<file path="config.mk">
export PLATFORM = sky130hd
export DESIGN_NAME = psd_sqrt
export DESIGN_NICKNAME = d
export VERILOG_FILES = /design/src/sv/psd_pkg.sv /design/src/sv/psd_sqrt.sv
export SDC_FILE = /design/constraint.sdc
export NUM_CORES = 2
export LEC_CHECK = 0
export CAP_MARGIN = 0
export CORE_MARGIN = 5
export CORE_UTILIZATION = 59
export CTS_BUF_LIST = sky130_fd_sc_hd__clkbuf_8
export CTS_CLUSTER_DIAMETER = 30
export DETAILED_ROUTE_END_ITERATION = 8
export DONT_BUFFER_PORTS = 1
export PLACE_DENSITY = 0.78
export RECOVER_POWER = 25
export SETUP_SLACK_MARGIN = 0.5
export SLEW_MARGIN = 20
export SYNTH_ARGS = -nofsm -noshare
export SYNTH_HDL_FRONTEND = slang
export SYNTH_SLANG_ARGS = --single-unit
export TNS_END_PERCENT = 20
</file>
<file path="constraint.sdc">
create_clock -name clk -period 4.1 [get_ports clk]
set_clock_uncertainty 0.15 [all_clocks]
set_input_delay 0.41 -clock clk [delete_from_list [all_inputs] [get_ports clk]]
set_output_delay 0.41 -clock clk [all_outputs]
set_load 0.01 [all_outputs]
</file>
<file path="src/sv/psd_pkg.sv">
// shared constants, codes and types of the point to segment distance pipeline
`timescale 1ns / 1ps
package psd_pkg;

  localparam int COORD_BITS = 16;
  localparam int FRAC_BITS  = 8;
  localparam int DIST_BITS  = 26;

  // coordinate difference, product, cross product and magnitude widths
  localparam int DW  = COORD_BITS + 1;
  localparam int PW  = 2 * DW;
  localparam int CW  = PW + 1;
  localparam int MW  = CW - 1;
  localparam int LOW = MW / 2;
  localparam int HIW = MW - LOW;
  // squared numerator, divisor, dividend, quotient and root widths
  localparam int SW  = 2 * MW;
  localparam int LW  = PW;
  localparam int PBW = SW + 2 * FRAC_BITS + 2;
  localparam int QB  = 2 * COORD_BITS + 2 * FRAC_BITS + 3;
  localparam int RB  = (QB + 1) / 2;
  localparam int QE  = 2 * RB;

  localparam int IN_W  = ((6 * COORD_BITS + 7) / 8) * 8;
  localparam int OUT_W = ((DIST_BITS + 7) / 8) * 8;

  localparam logic [DIST_BITS-1:0] DIST_MAX = {1'b0, {(DIST_BITS - 1){1'b1}}};

  localparam logic [1:0] KIND_FOOT = 2'd0;
  localparam logic [1:0] KIND_B    = 2'd1;
  localparam logic [1:0] KIND_A    = 2'd2;

  typedef struct packed {
    logic       valid;
    logic       neg;
    logic [1:0] kind;
    logic       degen;
  } psd_side_t;

endpackage

</file>
<file path="src/sv/psd_sqrt.sv">
// pipelined integer square root, one root bit per stage
`timescale 1ns / 1ps
module psd_sqrt import psd_pkg::*; (
  input  logic          clk,
  input  logic          rst,
  input  logic          en,
  input  logic [QB-1:0] quot,
  input  psd_side_t     in_side,
  output logic [RB-1:0] root,
  output psd_side_t     out_side
);

  logic [RB+1:0] rem [RB];
  logic [RB-1:0] rt  [RB];
  logic [QE-1:0] xs  [RB];
  psd_side_t     sd  [RB];

  for (genvar k = 0; k < RB; k++) begin : g_stage
    logic [RB+1:0] r_in;
    logic [RB-1:0] rt_in;
    logic [QE-1:0] x_in;
    psd_side_t     s_in;
    logic [RB+3:0] t, trial, diff;
    logic          ge;

    if (k == 0) begin : g_first
      assign r_in  = '0;
      assign rt_in = '0;
      assign x_in  = QE'(quot);
      assign s_in  = in_side;
    end else begin : g_next
      assign r_in  = rem[k-1];
      assign rt_in = rt[k-1];
      assign x_in  = xs[k-1];
      assign s_in  = sd[k-1];
    end

    assign t     = {r_in, x_in[QE-1:QE-2]};
    assign trial = {2'b00, rt_in, 2'b01};
    assign ge    = t >= trial;
    assign diff  = t - trial;

    always_ff @(posedge clk) begin
      if (rst) begin
        sd[k] <= '0;
      end else if (en) begin
        sd[k] <= s_in;
      end
      if (en) begin
        rem[k] <= ge ? diff[RB+1:0] : t[RB+1:0];
        rt[k]  <= {rt_in[RB-2:0], ge};
        xs[k]  <= {x_in[QE-3:0], 2'b00};
      end
    end
  end

  assign root     = rt[RB-1];
  assign out_side = sd[RB-1];

endmodule

</file>
# Word level (Yosys, flattened, before mapping)
# Memories as Yosys holds them, arrays and structs flattened.
# Cells that the tools add are included.
# Widths: inputs -> output; s select.
# word_totals
regBits,0
ram_bits,2834
in_bits,59
out_inout_bits,31
word_cells,140
n_memories,4
# memory_table
memory,words,width,rd,rd_clocked_by_memory_dff,write_ports,line,rtl
xs,26,50,25,0,26,psd_sqrt.sv:15,logic [QE-1:0] xs [RB];
rem,26,28,25,0,26,psd_sqrt.sv:13,logic [RB+1:0] rem [RB];
rt,26,26,26,0,26,psd_sqrt.sv:14,logic [RB-1:0] rt [RB];
sd,26,5,26,0,26,psd_sqrt.sv:16,psd_side_t sd [RB];
# classes
n_addsub,26
n_lt_le_gt_ge,26
n_mux,58
bitwise,26
# op_table
cell,n
$ge 30x28->1,25
$mux 28,26
$sub 28x28->28,25
$mux 5,26
$or 1x1->1,26
$mux 1,6
$sub 1x1->2 const B,1
$ge 1x1->1 const B,1

# Depth between registers and ports, before layout
# logic_depth
ltp_word,4
ltp_mapped,14
depth_no_buf,12

# Worst setup path before layout
# Ideal clock, no wire load.
# synth_path
path_kind,register to register
startpoint,memory rem[1][3] in the netlist's numbering
endpoint,"memory rem[1][53] in the netlist's numbering, data pin"
setup_ns,0.262
arrival_ns,2.957
t_required_ns,3.688
path_slack_ns,0.731
path_stages_with_launch,11
n_path_buf,0
synth_period_minus_slack_ns,3.369
cell_sequence,edfxtp_1 > ha_1 > a21o_1 > a221oi_2 > a31oi_1 > a221o_1 > a221o_1 > a41o_1 > or4_4 > nor3_2 > xor2_1
# synth_rtl
item,line
from (decl),psd_sqrt.sv:13

==> results_dict.tcl <==
set metrics [dict create \
    drt_wl_total_um 159000 \
    busiest_layer "met2" \
    synth_top_area_share_pct 65.5 \
    mappedNetlistArea_mm2 0.0819 \
    holdCritPathClass "in -> reg" \
    async_reset_ff_share_pct 0 \
    dieArea_mm2 0.146 \
    power_density_mw_per_mm2 556 \
    antenna_found_initial 2 \
    avgSynthCellArea_um2 13.1 \
    pin_count 90 \
    start_util_pct 59.5 \
    setup_viol 0 \
    vias 49400 \
    synth_seq_cells 1786 \
    ant_nets 0 \
    tns_ps 0 \
    globalplace.congestion 0.923 \
    first_global_vias 49700 \
    cts_tree "done" \
    synth_cell_type_count 90 \
    nets 7114 \
    groute.usage.overall_pct 21.6 \
    synth_seq_area_share_pct 65.5 \
    end_kind "flop" \
    dr.pass1.iters 8 \
    portBuffers 0 \
    p_leak_nw 36.0 \
    grt_pass1_wl_um 254000 \
    path_clk_slew_ps 60 \
    status "completed" \
    gr-usage-met2_pct 37.4 \
    synth_fa_ha_area_share_pct 5.75 \
    core_area_mm2 0.138 \
    ir_drop_uv 547 \
    rsz0062_at_grt "true" \
    layout_commonest_cell "edfxtp_1" \
    drt_iter0_markers 3980 \
    post_dp_cell_area_mm2 0.0843 \
    clockRootBuffer "clkbuf_8" \
    syn_inst 6258 \
    stdcell_area_mm2 0.0934 \
    gr-total-overflow 0 \
    cts_buffer_depth 4 \
    hold_viol 0 \
    relSlewSlack_pct 29.1 \
    wire_per_inst_um 18.2 \
    cp_max_fo 26 \
    synth_edf_count 1786 \
    ys.flop_type "edfxtp_1" \
    syn_nets 6693 \
    grt_max_degree 209 \
    htree_num_levels 5 \
    fmax_ghz 0.276 \
    synth_top_family_by_area "simple AND/OR/NAND/NOR gates" \
    yosysWarnings 0 \
    synthTopCellsByArea "edfxtp_1 (65%), ha_1 (5.7%), xnor2_1 (3.1%)" \
    synthMuxAreaShare_pct 0.648 \
    syn2layout_area_growth_pct 14.0 \
    via_per_inst 5.65 \
    synth-xor-area-share_pct 5.74 \
    cts.sinks 1786 \
    crit_type "reg -> reg" \
    met1_usage_pct 26.2 \
    finalCriticalPeriod_ps 3630 \
    post-synth-top-area-cell "edfxtp_1" \
    report.final.slew_viol_count 0 \
    synth_compound_area_share_pct 8.93 \
    rows 136 \
    die_y_um 383 \
    drc 0 \
    place_hpwl_um 108000 \
    cap_violations 0 \
    worstMarginPinSlew_ps 1060 \
    cp_data_required_time_ps 4640 \
    die_width_um 383 \
    gr-usage-met3_pct 3.54 \
    post-route-period-util_pct 88.5 \
    cts_buffers 369 \
    drive_above_1_share_pct 10.7 \
    synthSimpleGateAreaFrac_pct 10.6 \
    critical_path_arrival_ps 4170 \
    start_kind "flop" \
    clock_latency_ps 970 \
    final_cell_mix "edfxtp_1 (1786), inv_1 (527), nand2_1 (457), clkbuf_8 (374), ha_1 (372)" \
]
## metal layers
metal	wire length (µm)	up-vias
met1	63700	23500
met2	80000	1445
met3	7410	476
met5	0	-
li1	-	24000
met4	7840	0
## metrics by stage
| stage | setup slack [ps] | std cells | power (mW) | util [%] | hold slack, ps |
|---|---|---|---|---|---|
| global route | 356 | 8747 | 54.5 | 67.8 | 235 |
| floorplan | 731 | 6258 | 30.1 | - | 250 |
| detailed placement | 74.5 | 7976 | 32.8 | 61.2 | 255 |
| finish | 472 | 8748 | 51.9 | 67.8 | 220 |
| CTS | 402 | 8735 | 52.2 | 67.7 | 28.1 |
| global placement | 179 | 7967 | 32.3 | 61.0 | 250 |
## area by class of cell
type	instances	area (µm²)
sequential	1786	53600
fill	9506	44300
multi-input combinational	3868	26200
clock buffer	374	5150
clock inverter	269	2520
tap	1794	2240
timing repair buffer	176	1850
inverter	478	1790
antenna	3	7.51
## flip-flops by register name, indices dropped and copies added (netlist names)
| register | flops |
|---|---|
| rem | 655 |
| xs | 650 |
| rt | 351 |
| sd | 130 |
## Yosys cell counts (15+ instances only)
master and n:
o21bai_1 35, o31ai_1 44, or2_2 22, or4_1 41, nand3_1 116, ha_1 376, a31oi_1 35, a21oi_1 330
xor2_1 245, nor2b_1 52, a211oi_1 25, or3_1 58, a21boi_0 15, nand3b_1 26, nand2b_1 81, o211ai_1 17
nor4_1 74, o21a_1 70, and2_1 157, mux2_2 40, nand4_1 53, nor3_1 141, edfxtp_1 1786, o21ai_0 359
inv_1 476, and3_1 29, nor2_1 365, buf_2 16, clkbuf_1 101, xnor2_1 292, a21o_1 120, nand2_1 457
## timing repair
action	in CTS	in global routing
gates resized for setup	8	41
buffers inserted	0	10
pin swaps	0	11
gates cloned	0	0
hold buffers	116	0
setup endpoints to repair	50	220
endpoints found under the hold margin	823	0
## path summary, 6_finish.rpt
path	endpoint	slack (ps)	from	depth (start not counted)
hold reg to reg	xs[0][734]	240	xs[0][682]	0
setup reg to reg	rem[0][393]	470	rem[0][377]	8
setup / recovery	rem[0][393]	470	rem[0][377]	8
hold / removal	xs[0][131]	220	en	2
## critical path, cell delays in order, from the launching register on
cell,delay [ps]
edfxtp_1,390
ha_1,420
a2111oi_0,550
nand2_1,100
nor4_1,270
o21ai_0,200
a21oi_4,360
buf_4,340
mux2i_1,560
## power by group
group	total (mW)	switching (mW)	internal (mW)
Clock	19.1	7.69	11.4
Sequential	24.2	1.42	22.8
Combinational	8.57	4.98	3.59
Total	51.9	14.1	37.8
## kinds of logic after synthesis
| logic type | count (synthesis) |
|---|---|
| compound gates | 1179 |
| xor+xnor | 537 |
| fa+ha+maj | 376 |
| buf+inv | 604 |
| flops | 1786 |
| mux | 48 |
| other cells | 1 |
| simple gates | 1727 |
No activity file was read; power rests on OpenSTA's default activity.
